--- src/hdl/crcfr_pkg.sv ---
// Shared package for the CRC-checked frame receiver.
// Holds the sync and CRC constants, the queue sizing, the queued item type and the CRC byte step.
// No dependencies.
`default_nettype none

package crcfr_pkg;

    // Sync pair and CRC-16 polynomial (not reflected, zero initial value)
    localparam logic [7:0]  SYNC_FIRST      = 8'hFF;
    localparam logic [7:0]  SYNC_SECOND     = 8'h5A;
    localparam logic [15:0] CRC_POLY        = 16'h8005;
    localparam logic [15:0] CRC_INIT        = 16'h0000;

    // Frame length after reset, and the hard cap on the byte count
    localparam logic [7:0]  FRAME_LEN_RESET = 8'd86;
    localparam logic [7:0]  INDEX_LIMIT     = 8'd255;

    // Queue between the front and back parts
    localparam int QUEUE_DEPTH = 2;
    localparam int QPTR_W      = (QUEUE_DEPTH > 1) ? $clog2(QUEUE_DEPTH) : 1;
    localparam int QCNT_W      = $clog2(QUEUE_DEPTH + 1);

    // One classified frame byte as it travels from front to back
    typedef struct packed {
        logic [7:0] data;
        logic [7:0] index;
        logic       last;
    } t_item;

    // CRC-16 update by one byte, MSB first
    function automatic logic [15:0] crc16_byte(input logic [15:0] crc, input logic [7:0] b);
        logic [15:0] c;
        c = crc ^ {b, 8'h00};
        for (int k = 0; k < 8; k++) begin
            if (c[15]) begin
                c = {c[14:0], 1'b0} ^ CRC_POLY;
            end else begin
                c = {c[14:0], 1'b0};
            end
        end
        return c;
    endfunction

endpackage

`default_nettype wire

--- src/hdl/crc_checked_frame_receiver.sv ---
// Top level of the CRC-checked frame receiver: front classifier, queue, CRC back part.
// Also holds the frame length register.
// Depends on crcfr_pkg, crcfr_front, crcfr_queue, crcfr_back.
//
//  Channel   Dir  Handshake                     Payload
//  s_axis    in   i_s_axis_tvalid/o_s_axis_tready  tdata[7:0] rx_byte
//  m_axis    out  o_m_axis_tvalid/i_m_axis_tready  tdata[7:0] frame_byte, [15:8] byte_index,
//                                                  tlast frame_last, tuser crc_ok
//  cfg       in   i_cfg_valid/o_cfg_ready          data[7:0] frame_length
//
// One byte is taken every cycle while the queue is not full; a frame byte is written into a
// queue entry, then loaded into the output register once the output stage is free.
// The CRC step is one byte per cycle while items are popped into the output stage.
// Synchronous active-low reset; frame_length returns to 86 and the hunt restarts.
// A stalled output fills the two-entry queue before the input stalls; no clearing pass.
`default_nettype none

module crc_checked_frame_receiver (
    input  wire         i_clk,
    input  wire         i_rst_n,
    input  wire         i_s_axis_tvalid,
    output logic        o_s_axis_tready,
    input  wire  [7:0]  i_s_axis_tdata,   // [7:0] rx_byte
    output logic        o_m_axis_tvalid,
    input  wire         i_m_axis_tready,
    output logic [15:0] o_m_axis_tdata,   // [7:0] frame_byte, [15:8] byte_index
    output logic        o_m_axis_tlast,   // frame_last
    output logic        o_m_axis_tuser,   // crc_ok
    input  wire         i_cfg_valid,
    output logic        o_cfg_ready,
    input  wire  [7:0]  i_cfg_data
);
    import crcfr_pkg::*;

    logic [7:0] r_frame_length;
    logic       q_push, q_full, q_pop, q_valid;
    t_item      front_item, queue_item;

    // Frame length register
    assign o_cfg_ready = 1'b1;
    always_ff @(posedge i_clk) begin
        if (!i_rst_n) begin
            r_frame_length <= FRAME_LEN_RESET;
        end else if (i_cfg_valid) begin
            r_frame_length <= i_cfg_data;
        end
    end

    crcfr_front u_front (
        .i_clk          (i_clk),
        .i_rst_n        (i_rst_n),
        .i_valid        (i_s_axis_tvalid),
        .i_data         (i_s_axis_tdata),
        .o_ready        (o_s_axis_tready),
        .i_frame_length (r_frame_length),
        .i_full         (q_full),
        .o_push         (q_push),
        .o_item         (front_item)
    );

    crcfr_queue u_queue (
        .i_clk   (i_clk),
        .i_rst_n (i_rst_n),
        .i_push  (q_push),
        .i_item  (front_item),
        .o_full  (q_full),
        .i_pop   (q_pop),
        .o_valid (q_valid),
        .o_item  (queue_item)
    );

    crcfr_back u_back (
        .i_clk   (i_clk),
        .i_rst_n (i_rst_n),
        .i_valid (q_valid),
        .i_item  (queue_item),
        .o_pop   (q_pop),
        .o_valid (o_m_axis_tvalid),
        .i_ready (i_m_axis_tready),
        .o_data  (o_m_axis_tdata),
        .o_last  (o_m_axis_tlast),
        .o_user  (o_m_axis_tuser)
    );

endmodule

`default_nettype wire

--- src/hdl/crcfr_front.sv ---
// Front part: takes received bytes, hunts for the sync pair and numbers the frame bytes.
// Pushes each frame byte with its index and end-of-frame flag into the queue.
// Depends on crcfr_pkg.
`default_nettype none

module crcfr_front (
    input  wire                 i_clk,
    input  wire                 i_rst_n,
    input  wire                 i_valid,
    input  wire  [7:0]          i_data,
    output logic                o_ready,
    input  wire  [7:0]          i_frame_length,
    input  wire                 i_full,
    output logic                o_push,
    output crcfr_pkg::t_item    o_item
);
    import crcfr_pkg::*;

    typedef enum logic [2:0] {
        PH_HUNT_FF = 3'b001,
        PH_HUNT_5A = 3'b010,
        PH_COLLECT = 3'b100
    } t_phase;

    t_phase     r_phase, n_phase;
    logic [7:0] r_count, n_count;
    logic [7:0] count_inc;
    logic       accept;

    assign o_ready   = !i_full;
    assign accept    = i_valid && !i_full;
    assign count_inc = r_count + 8'd1;

    // Sync hunt and byte numbering
    always_comb begin
        n_phase      = r_phase;
        n_count      = r_count;
        o_push       = 1'b0;
        o_item.data  = i_data;
        o_item.index = r_count;
        o_item.last  = 1'b0;
        if (accept) begin
            case (r_phase)
                PH_HUNT_FF: begin
                    if (i_data == SYNC_FIRST) begin
                        o_push       = 1'b1;
                        o_item.index = 8'd0;
                        n_count      = 8'd1;
                        n_phase      = PH_HUNT_5A;
                    end
                end
                PH_HUNT_5A: begin
                    if (i_data == SYNC_SECOND) begin
                        o_push       = 1'b1;
                        o_item.index = 8'd1;
                        n_count      = 8'd2;
                        n_phase      = PH_COLLECT;
                    end else begin
                        n_count = 8'd0;
                        n_phase = PH_HUNT_FF;
                    end
                end
                PH_COLLECT: begin
                    o_push = 1'b1;
                    // short lengths behave as three: count is at least three here
                    if (count_inc >= i_frame_length || count_inc == INDEX_LIMIT) begin
                        o_item.last = 1'b1;
                        n_count     = 8'd0;
                        n_phase     = PH_HUNT_FF;
                    end else begin
                        n_count = count_inc;
                    end
                end
                default: begin
                    n_count = 8'd0;
                    n_phase = PH_HUNT_FF;
                end
            endcase
        end
    end

    always_ff @(posedge i_clk) begin
        if (!i_rst_n) begin
            r_phase <= PH_HUNT_FF;
            r_count <= 8'd0;
        end else begin
            r_phase <= n_phase;
            r_count <= n_count;
        end
    end

    // After the last byte of a frame the hunt restarts
    a_last_restarts_hunt: assert property (@(posedge i_clk) disable iff (!i_rst_n)
        (o_push && o_item.last) |=> (r_phase == PH_HUNT_FF && r_count == 8'd0))
        else $error("front: hunt not restarted after last byte");

    // While collecting, both sync bytes have been counted
    a_collect_count: assert property (@(posedge i_clk) disable iff (!i_rst_n)
        (r_phase == PH_COLLECT) |-> (r_count >= 8'd2))
        else $error("front: collecting with fewer than two bytes");

    // Nothing is pushed into a full queue
    a_no_push_full: assert property (@(posedge i_clk) disable iff (!i_rst_n)
        o_push |-> !i_full)
        else $error("front: push into full queue");

endmodule

`default_nettype wire

--- src/hdl/crcfr_queue.sv ---
// Short queue between the front and back parts of the frame receiver.
// Register-based ring of QUEUE_DEPTH items with a fill count.
// Depends on crcfr_pkg.
`default_nettype none

module crcfr_queue (
    input  wire                 i_clk,
    input  wire                 i_rst_n,
    input  wire                 i_push,
    input  crcfr_pkg::t_item    i_item,
    output logic                o_full,
    input  wire                 i_pop,
    output logic                o_valid,
    output crcfr_pkg::t_item    o_item
);
    import crcfr_pkg::*;

    localparam logic [QPTR_W-1:0] PTR_LAST = QPTR_W'(QUEUE_DEPTH - 1);
    localparam logic [QCNT_W-1:0] CNT_FULL = QCNT_W'(QUEUE_DEPTH);

    t_item             r_mem [QUEUE_DEPTH];
    logic [QPTR_W-1:0] r_wr_ptr, r_rd_ptr;
    logic [QCNT_W-1:0] r_count;

    assign o_full  = (r_count == CNT_FULL);
    assign o_valid = (r_count != '0);
    assign o_item  = r_mem[r_rd_ptr];

    // Item storage
    always_ff @(posedge i_clk) begin
        if (i_push) begin
            r_mem[r_wr_ptr] <= i_item;
        end
    end

    // Pointers and fill count
    always_ff @(posedge i_clk) begin
        if (!i_rst_n) begin
            r_wr_ptr <= '0;
            r_rd_ptr <= '0;
            r_count  <= '0;
        end else begin
            if (i_push) begin
                r_wr_ptr <= (r_wr_ptr == PTR_LAST) ? '0 : r_wr_ptr + 1'b1;
            end
            if (i_pop) begin
                r_rd_ptr <= (r_rd_ptr == PTR_LAST) ? '0 : r_rd_ptr + 1'b1;
            end
            if (i_push && !i_pop) begin
                r_count <= r_count + 1'b1;
            end else if (i_pop && !i_push) begin
                r_count <= r_count - 1'b1;
            end
        end
    end

    a_count_bound: assert property (@(posedge i_clk) disable iff (!i_rst_n)
        r_count <= CNT_FULL)
        else $error("queue: fill count out of range");

    a_no_pop_empty: assert property (@(posedge i_clk) disable iff (!i_rst_n)
        i_pop |-> o_valid)
        else $error("queue: pop from empty queue");

    a_no_overflow: assert property (@(posedge i_clk) disable iff (!i_rst_n)
        (o_full && !i_pop) |-> !i_push)
        else $error("queue: push overflow");

endmodule

`default_nettype wire

--- src/hdl/crcfr_back.sv ---
// Back part: runs the CRC-16 over frame bytes and drives the registered output stage.
// Flags a zero residue on the last byte of each frame.
// Depends on crcfr_pkg.
`default_nettype none

module crcfr_back (
    input  wire                 i_clk,
    input  wire                 i_rst_n,
    input  wire                 i_valid,
    input  crcfr_pkg::t_item    i_item,
    output logic                o_pop,
    output logic                o_valid,
    input  wire                 i_ready,
    output logic [15:0]         o_data,
    output logic                o_last,
    output logic                o_user
);
    import crcfr_pkg::*;

    logic [15:0] r_crc;
    logic [15:0] crc_in, crc_new;
    logic        r_out_valid;
    logic [15:0] r_out_data;
    logic        r_out_last;
    logic        r_out_ok;

    // Take an item when the output stage is empty or being drained
    assign o_pop = i_valid && (!r_out_valid || i_ready);

    // A byte at index zero starts a fresh CRC
    assign crc_in  = (i_item.index == 8'd0) ? CRC_INIT : r_crc;
    assign crc_new = crc16_byte(crc_in, i_item.data);

    always_ff @(posedge i_clk) begin
        if (!i_rst_n) begin
            r_crc       <= CRC_INIT;
            r_out_valid <= 1'b0;
        end else if (o_pop) begin
            r_crc       <= crc_new;
            r_out_valid <= 1'b1;
        end else if (i_ready) begin
            r_out_valid <= 1'b0;
        end
    end

    // Output payload
    always_ff @(posedge i_clk) begin
        if (o_pop) begin
            r_out_data <= {i_item.index, i_item.data};
            r_out_last <= i_item.last;
            r_out_ok   <= i_item.last && (crc_new == 16'h0000);
        end
    end

    assign o_valid = r_out_valid;
    assign o_data  = r_out_data;
    assign o_last  = r_out_last;
    assign o_user  = r_out_ok;

    a_ok_on_last: assert property (@(posedge i_clk) disable iff (!i_rst_n)
        (o_valid && o_user) |-> o_last)
        else $error("back: crc_ok outside last byte");

    a_pop_fills: assert property (@(posedge i_clk) disable iff (!i_rst_n)
        o_pop |=> o_valid)
        else $error("back: popped item not presented");

    a_no_pop_stalled: assert property (@(posedge i_clk) disable iff (!i_rst_n)
        (o_valid && !i_ready) |-> !o_pop)
        else $error("back: item overwritten while stalled");

endmodule

`default_nettype wire

--- config.mk ---
export PLATFORM = sky130hd
export DESIGN_NAME = crc_checked_frame_receiver
export DESIGN_NICKNAME = d
export VERILOG_FILES = /design/src/hdl/crcfr_pkg.sv /design/src/hdl/crc_checked_frame_receiver.sv /design/src/hdl/crcfr_front.sv /design/src/hdl/crcfr_queue.sv /design/src/hdl/crcfr_back.sv
export SDC_FILE = /design/constraint.sdc
export NUM_CORES = 1
export LEC_CHECK = 0
export BUFFER_PORTS_ARGS = -buffer_cell sky130_fd_sc_hd__buf_2
export CAP_MARGIN = 20
export CORE_MARGIN = 3
export CORE_UTILIZATION = 59
export DETAILED_ROUTE_END_ITERATION = 10
export PLACE_DENSITY = 0.84
export SETUP_SLACK_MARGIN = 0.1
export SYNTH_ARGS = -nofsm -noshare
export SYNTH_HDL_FRONTEND = slang
export SYNTH_SLANG_ARGS = --single-unit
--- constraint.sdc ---
create_clock -name i_clk -period 3.6 [get_ports i_clk]
set_clock_uncertainty 0.1 [all_clocks]
set_input_delay 0.54 -clock i_clk [delete_from_list [all_inputs] [get_ports i_clk]]
set_output_delay 0.54 -clock i_clk [all_outputs]
set_load 0.05 [all_outputs]
==> flow_summary.yaml, run 1 <==
outcome:
  status: "finished, final reports clean"
worst_setup_path:
  r2r-end: "u_back.o_user"
  crit_type: "reg2reg"
  critPathRequiredTime_ns: 3.68
  worst_ep_arrival_time_ns: 3.31
  critical_path.max_fanout: 5
  reg2regPathDepth: 11
  cp-end-kind: "flop"
  rr_startpoint: "u_queue.r_mem[0][1]"
  reg2reg_slack_ns: 0.36
  critPathLaunchType: "flop"
grt:
  grt_usage_pct: 21.39
  grt.overflow.total: 0
  grt_max_degree: 40
  grt_pass1_wl_mm: 14.86
  antenna_found_initial: 0
  first_global_vias: 3074
timing:
  period_minus_slack_ns: 3.237
  slew_headroom_pct: 56.52
  hold_violations: 0
  grt_setup_unrepaired: "false"
  finalSetupViolCount: 0
  fin_setup_tns_ns: 0
  worst_pin_slew_ns: 0.6340
  max_clock_freq_ghz: 0.3090
  finalCritPeriodShare_pct: 89.91
  drv_slew: 0
floorplanning:
  die_w_um: 95
  die-area_mm2: 0.009025
  rows: 31
  dieHeight_um: 95
  io_pins: 42
  core-area_mm2: 0.007486
  start_util_pct: 62.43
yosys:
  synth-edff-count: 52
  syn_avg_cell_area_um2: 10.74
  ys_ff_latch: 93
  seq_area_frac_synth_pct: 50.98
  synth_fp_nets: 468
  ys_warn_count: 0
  netlist_area_mm2: 0.004673
  synth.top_cell.area_share_pct: 33.41
  synth_top_area_cell: "edfxtp_1"
  synthFlopType: "edfxtp_1"
  synth_cell_type_count: 59
  synth_area_leaders: "edfxtp_1 33%, dfxtp_1 18%, xnor2_1 5.8%"
  post-synth-top-count-cell: "edfxtp_1"
  syn-instance-count: 435
  synthTopCellsByCount: "52 x edfxtp_1, 41 x dfxtp_1, 33 x nand2_1"
  synthArstFlopShare_pct: 0
power:
  ir_worst_vdd_uv: 385.6
  power_density_mw_per_mm2: 719.2
  p_leak_nw: 2.012
  p_total_w: 0.003726
place:
  dp_hpwl_mm: 6.580
  place.gp.congestion: 0.8331
  numPortBuffers: 40
hold_path:
  hold_end: "u_queue.r_mem[1][10]"
  whs_path_depth: 1
  hp-start: "i_s_axis_tdata[1]"
  hp-class: "in2reg"
job:
  cap_viol_max_count: 0
drt:
  drc: 0
  routed_wl_mm: 9.239
  ant_nets: 0
  vias_per_cell: 5.694
  dr.pass1.iters: 4
  drt-wirelength-per-cell_um: 15.90
  drt_iter0_drc: 158
  via_count: 3308
clocking:
  cts.reportedPaths.clkPinSlew_ns: 0.10
  cts_tree: "yes"
  cts_made_buffers: 9
  clkSinkCount: 93
  clk_path_buf_depth: 2
  cts_max_level: 3
  clock_latency_ns: 0.35
  cts_root_buf: "clkbuf_8"
  ctsHoldBuffers: 0
layout:
  antennaDiodeCount: 0
  drive_above_1_share_pct: 19.71
  nets: 510
  area_growth_pct: 10.87
==> worst max path at each step <==
stage | start | endpoint | slack, ns | cells past startpoint
floorplan | u_queue.r_mem[0][4] | u_back.o_user | 0.62 | 11
global placement | u_queue.r_mem[0][4] | u_back.o_user | 0.40 | 11
detailed placement | u_queue.r_mem[0][4] | u_back.o_user | 0.32 | 11
CTS | u_queue.r_mem[0][4] | u_back.o_user | 0.30 | 11
global route | u_queue.r_mem[0][1] | u_back.o_user | 0.12 | 11
finish | u_queue.r_mem[0][1] | u_back.o_user | 0.36 | 11
==> report_power, final <==
part           internal, W  switching [W]  leakage [nW]  total (W)
combinational     0.000566        0.00103          1.10    0.00160
sequential         0.00134       0.000122         0.818    0.00147
clock             0.000267       0.000394        0.0945   0.000661
==> final cells by class <==
| cell class | instances | area [µm²] |
|---|---|---|
| inverters | 25 | 93.84 |
| repair buffers | 50 | 295.3 |
| multi-input cells | 298 | 2101 |
| clock buffers | 9 | 123.9 |
| flip-flops and latches | 93 | 2382 |
| well taps | 99 | 123.9 |
| fillers | 561 | 2305 |
| clock inverters | 7 | 61.31 |
==> routing by layer <==
layer | routed length [µm] | part of all wire (%) | global-route usage (%) | up-vias
met2 | 4321 | 47 | 33.24 | 119
met4 | 112 | 1.2 | 5.889 | 0
met5 | 0 | 0 | 0 | -
met1 | 4148 | 45 | 29.79 | 1552
li1 | - | - | - | 1625
met3 | 656 | 7.1 | 5.498 | 12
==> kinds of logic after synthesis <==
logic type | Yosys count | share of synthesized area [%]
compound gates | 68 | 10.04
other cells | 1 | 0.08024
flops | 93 | 50.98
xor+xnor | 51 | 9.719
buf+inv | 45 | 4.284
fa+ha+maj | 12 | 3.213
simple gates | 138 | 15.58
mux | 27 | 6.104
==> registers in the layout, summed over array words and instances (netlist names), named ones only <==
signal	flops
u_queue.r_mem	34
u_back.o_valid	1
u_back.o_user	1
u_queue.r_rd_ptr	1
u_queue.r_wr_ptr	1
u_back.o_last	1
u_front.r_phase	3
r_frame_length	8
u_front.r_count	8
u_back.o_data	16
u_back.r_crc	16
u_queue.r_count	2
==> repair_timing <==
action                                  CTS  global route
endpoints found under the setup margin    0             1
gates resized for setup                   0             0
setup buffers                             0             1
==> placed cells by master, fill, tap and decap left out, drive strengths merged, types with 3 or more instances in the layout <==
cell type / count
or2: 3
edfxtp: 52
inv: 30
or3: 3
nand2: 36
mux2i: 15
ha: 12
nor2: 30
nor3: 11
nand4: 4
nand2b: 7
mux2: 12
a211oi: 8
nand3: 13
nor4: 3
xnor2: 32
xor2: 19
buf: 50
clkbuf: 9
dfxtp: 41
or4: 8
o211ai: 6
a21oi: 24
and2: 14
o21ai: 11
==> per-stage QoR <==
stage	cell area (µm²)	utilization [%]	hold WS [ns]	worst slack [ns]	std cells
after detailed placement	4951	66.14	0.3608	0.3182	562
after CTS	5136	68.61	0.2731	0.2962	578
final	5181	69.21	0.2872	0.3634	581
after global placement	4951	66.14	0.3575	0.4025	562
after global routing	5181	69.21	0.2757	0.1174	581
after floorplan	4673	-	0.3404	0.6207	435
==> worst max-delay path, cell delays in order, from the launching register on <==
cell and delay, ns:
edfxtp_1 0.39, or4_1 0.64, nor3_4 0.35, or2_2 0.21, nor2_1 0.06, xnor2_1 0.22
ha_1 0.31, nor2_1 0.11, nand2_1 0.07, o221ai_1 0.18, o211ai_1 0.12, a2111oi_2 0.28
No activity file was read; power rests on OpenSTA's default activity.
==> run 2, diff against run 1 <==
BUFFER_PORTS_ARGS = -buffer_cell sky130_fd_sc_hd__buf_4   (was -buffer_cell sky130_fd_sc_hd__buf_2)
==> run 2 against run 1 <==
  * First-iteration DRC count increased by 7.6%
  * Critical endpoint unchanged
  * Highest routed layer unchanged
  * Fmax decreased by 0.11%
  * Clock power increased by 4.1%
==> flow_summary.yaml, run 2 (synthesized netlist as in run 1, its figures left out) <==
clocking:
  cts.reportedPaths.clkPinSlew_ns: 0.10
  ctsHoldBuffers: 0
  clock_latency_ns: 0.36
  cts_max_level: 3
  clkSinkCount: 93
  clk_path_buf_depth: 2
  cts_tree: "yes"
  cts_made_buffers: 9
  cts_root_buf: "clkbuf_8"
hold_path:
  hp-class: "in2reg"
  hp-start: "i_s_axis_tdata[1]"
place:
  place_inst: 562
  dp_hpwl_mm: 6.602
  numPortBuffers: 40
  place.gp.congestion: 0.8274
  preCtsSetupSlack_ns: 0.3365
worst_setup_path:
  cpMaxStageDelayCell: "or4_1"
  critPathRequiredTime_ns: 3.68
  critical_path.max_fanout: 5
  crit_type: "reg2reg"
  startpoint: "u_queue.r_mem[0][1]"
  rr_startpoint: "u_queue.r_mem[0][1]"
  crit_top_cell: "nor2_1"
  cp-end-kind: "flop"
  critPathLaunchType: "flop"
  worst_ep_arrival_time_ns: 3.32
  path_cells: "or4_1 -> nor3_4 -> or2_2 -> nor2_1 -> xnor2_1 -> ha_1 -> nor2_1 -> nand2_1 -> o221ai_1 -> o211ai_1 -> a2111oi_2"
  max_stage_delay_ns: 0.63
drt:
  ant_nets: 0
  vias_per_cell: 5.587
  via_count: 3246
  drc: 0
  dr.pass1.iters: 4
  drt_iter0_drc: 170
  routed_wl_mm: 9.096
  drt-wirelength-per-cell_um: 15.66
layout:
  largest_register: "u_queue.r_mem"
  final_common_cell: "edfxtp_1"
  layout.cells.non_filler: 581
  layout_common_cells: "52 x edfxtp_1, 49 x buf_4, 41 x dfxtp_1"
  area_growth_pct: 13.07
  utilization_pct: 70.58
  largest_reg_flops: 34
  nets: 510
  antennaDiodeCount: 0
  drive_above_1_share_pct: 19.71
timing:
  finalCritPeriodShare_pct: 90.01
  fin_setup_tns_ns: 0
  max_clock_freq_ghz: 0.3086
  drv_slew: 0
  grt_setup_unrepaired: "false"
  hold_violations: 0
  worst_pin_slew_ns: 0.6865
  finalSetupViolCount: 0
  period_minus_slack_ns: 3.240
  slew_headroom_pct: 52.92
  setup_ws_ns: 0.3597
  whs_ns: 0.2684
grt:
  grt.overflow.total: 0
  first_global_vias: 3042
  grt_max_degree: 34
  grt_pass1_wl_mm: 14.89
  antenna_found_initial: 0
  grt_usage_pct: 21.64
power:
  ir_worst_vdd_uv: 465.6
  power_density_mw_per_mm2: 721.2
  p_leak_nw: 2.051
job:
  cap_viol_max_count: 0
floorplanning:
  io_pins: 42
  dieHeight_um: 95
  core-area_mm2: 0.007486
  die_w_um: 95
  die-area_mm2: 0.009025
  rows: 31
  start_util_pct: 62.43
outcome:
  status: "finished, final reports clean"
[run 2: changes by cell type in the layout (fill, tap and decap cells not counted)]
cell,previous run,this run
buf_16,1,0
buf_2,40,0
buf_4,9,49
buf_8,0,1
clkinv_2,1,0
clkinv_4,0,1
clkinv_8,0,1
clkinvlp_4,1,0
inv_6,3,2
inv_8,2,3
[run 2: path summary, 6_finish.rpt]
path / to / slack (ns) / cells past startpoint
max: u_back.o_user / 0.36 / 11
min: u_queue.r_mem[1][10] / 0.27 / 1
max reg2reg: u_back.o_user / 0.36 / 11
min reg2reg: u_back.r_crc[0] / 0.38 / 2
[run 2: power breakdown]
| part | total (W) | internal (W) | switching, W |
|---|---|---|---|
| logic | 0.00166 | 0.000623 | 0.00103 |
| clock network | 0.000688 | 0.000277 | 0.000411 |
| registers | 0.00147 | 0.00134 | 0.000123 |
| total | 0.00381 | 0.00224 | 0.00157 |
[run 2: worst max-delay path, delay by kind of cell (launching register included)]
family,cells,cell delay [ns]
XOR/XNOR,1,0.22
AND/OR/NAND/NOR,6,1.43
adder cells (fa/ha/maj),1,0.30
flip-flops,1,0.39
AO/OA/AOI/OAI,3,0.61
[run 2: through the flow]
stage / total power [W] / instance area, µm²
2_1_floorplan: 0.002759 / 4673
3_3_place_gp: 0.003094 / 5051
3_5_place_dp: 0.003122 / 5051
4_1_cts: 0.003813 / 5251
5_1_grt: 0.004038 / 5284
6_report: 0.003810 / 5284
[run 2: what timing repair did]
| item | CTS | global route |
|---|---|---|
| endpoints found under the setup margin | 0 | 1 |
| buffers inserted | 0 | 1 |
| gates resized for setup | 0 | 0 |
[run 2: layer usage]
metal	vias to the layer above	track usage, %	wire, µm
li1	1631	-	-
met1	1529	30.21	4352
met2	75	33.12	4142
met3	11	6.056	456
met4	0	6.130	144
met5	-	0	0
[run 2: final cells by class]
| cell class | count | area [µm²] |
|---|---|---|
| Inverter | 25 | 93.84 |
| Clock inverter | 7 | 76.32 |
| Clock buffer | 9 | 123.9 |
| Sequential cell | 93 | 2382 |
| Multi-Input combinational cell | 298 | 2101 |
| Fill cell | 574 | 2202 |
| Tap cell | 99 | 123.9 |
| Timing Repair Buffer | 50 | 382.9 |
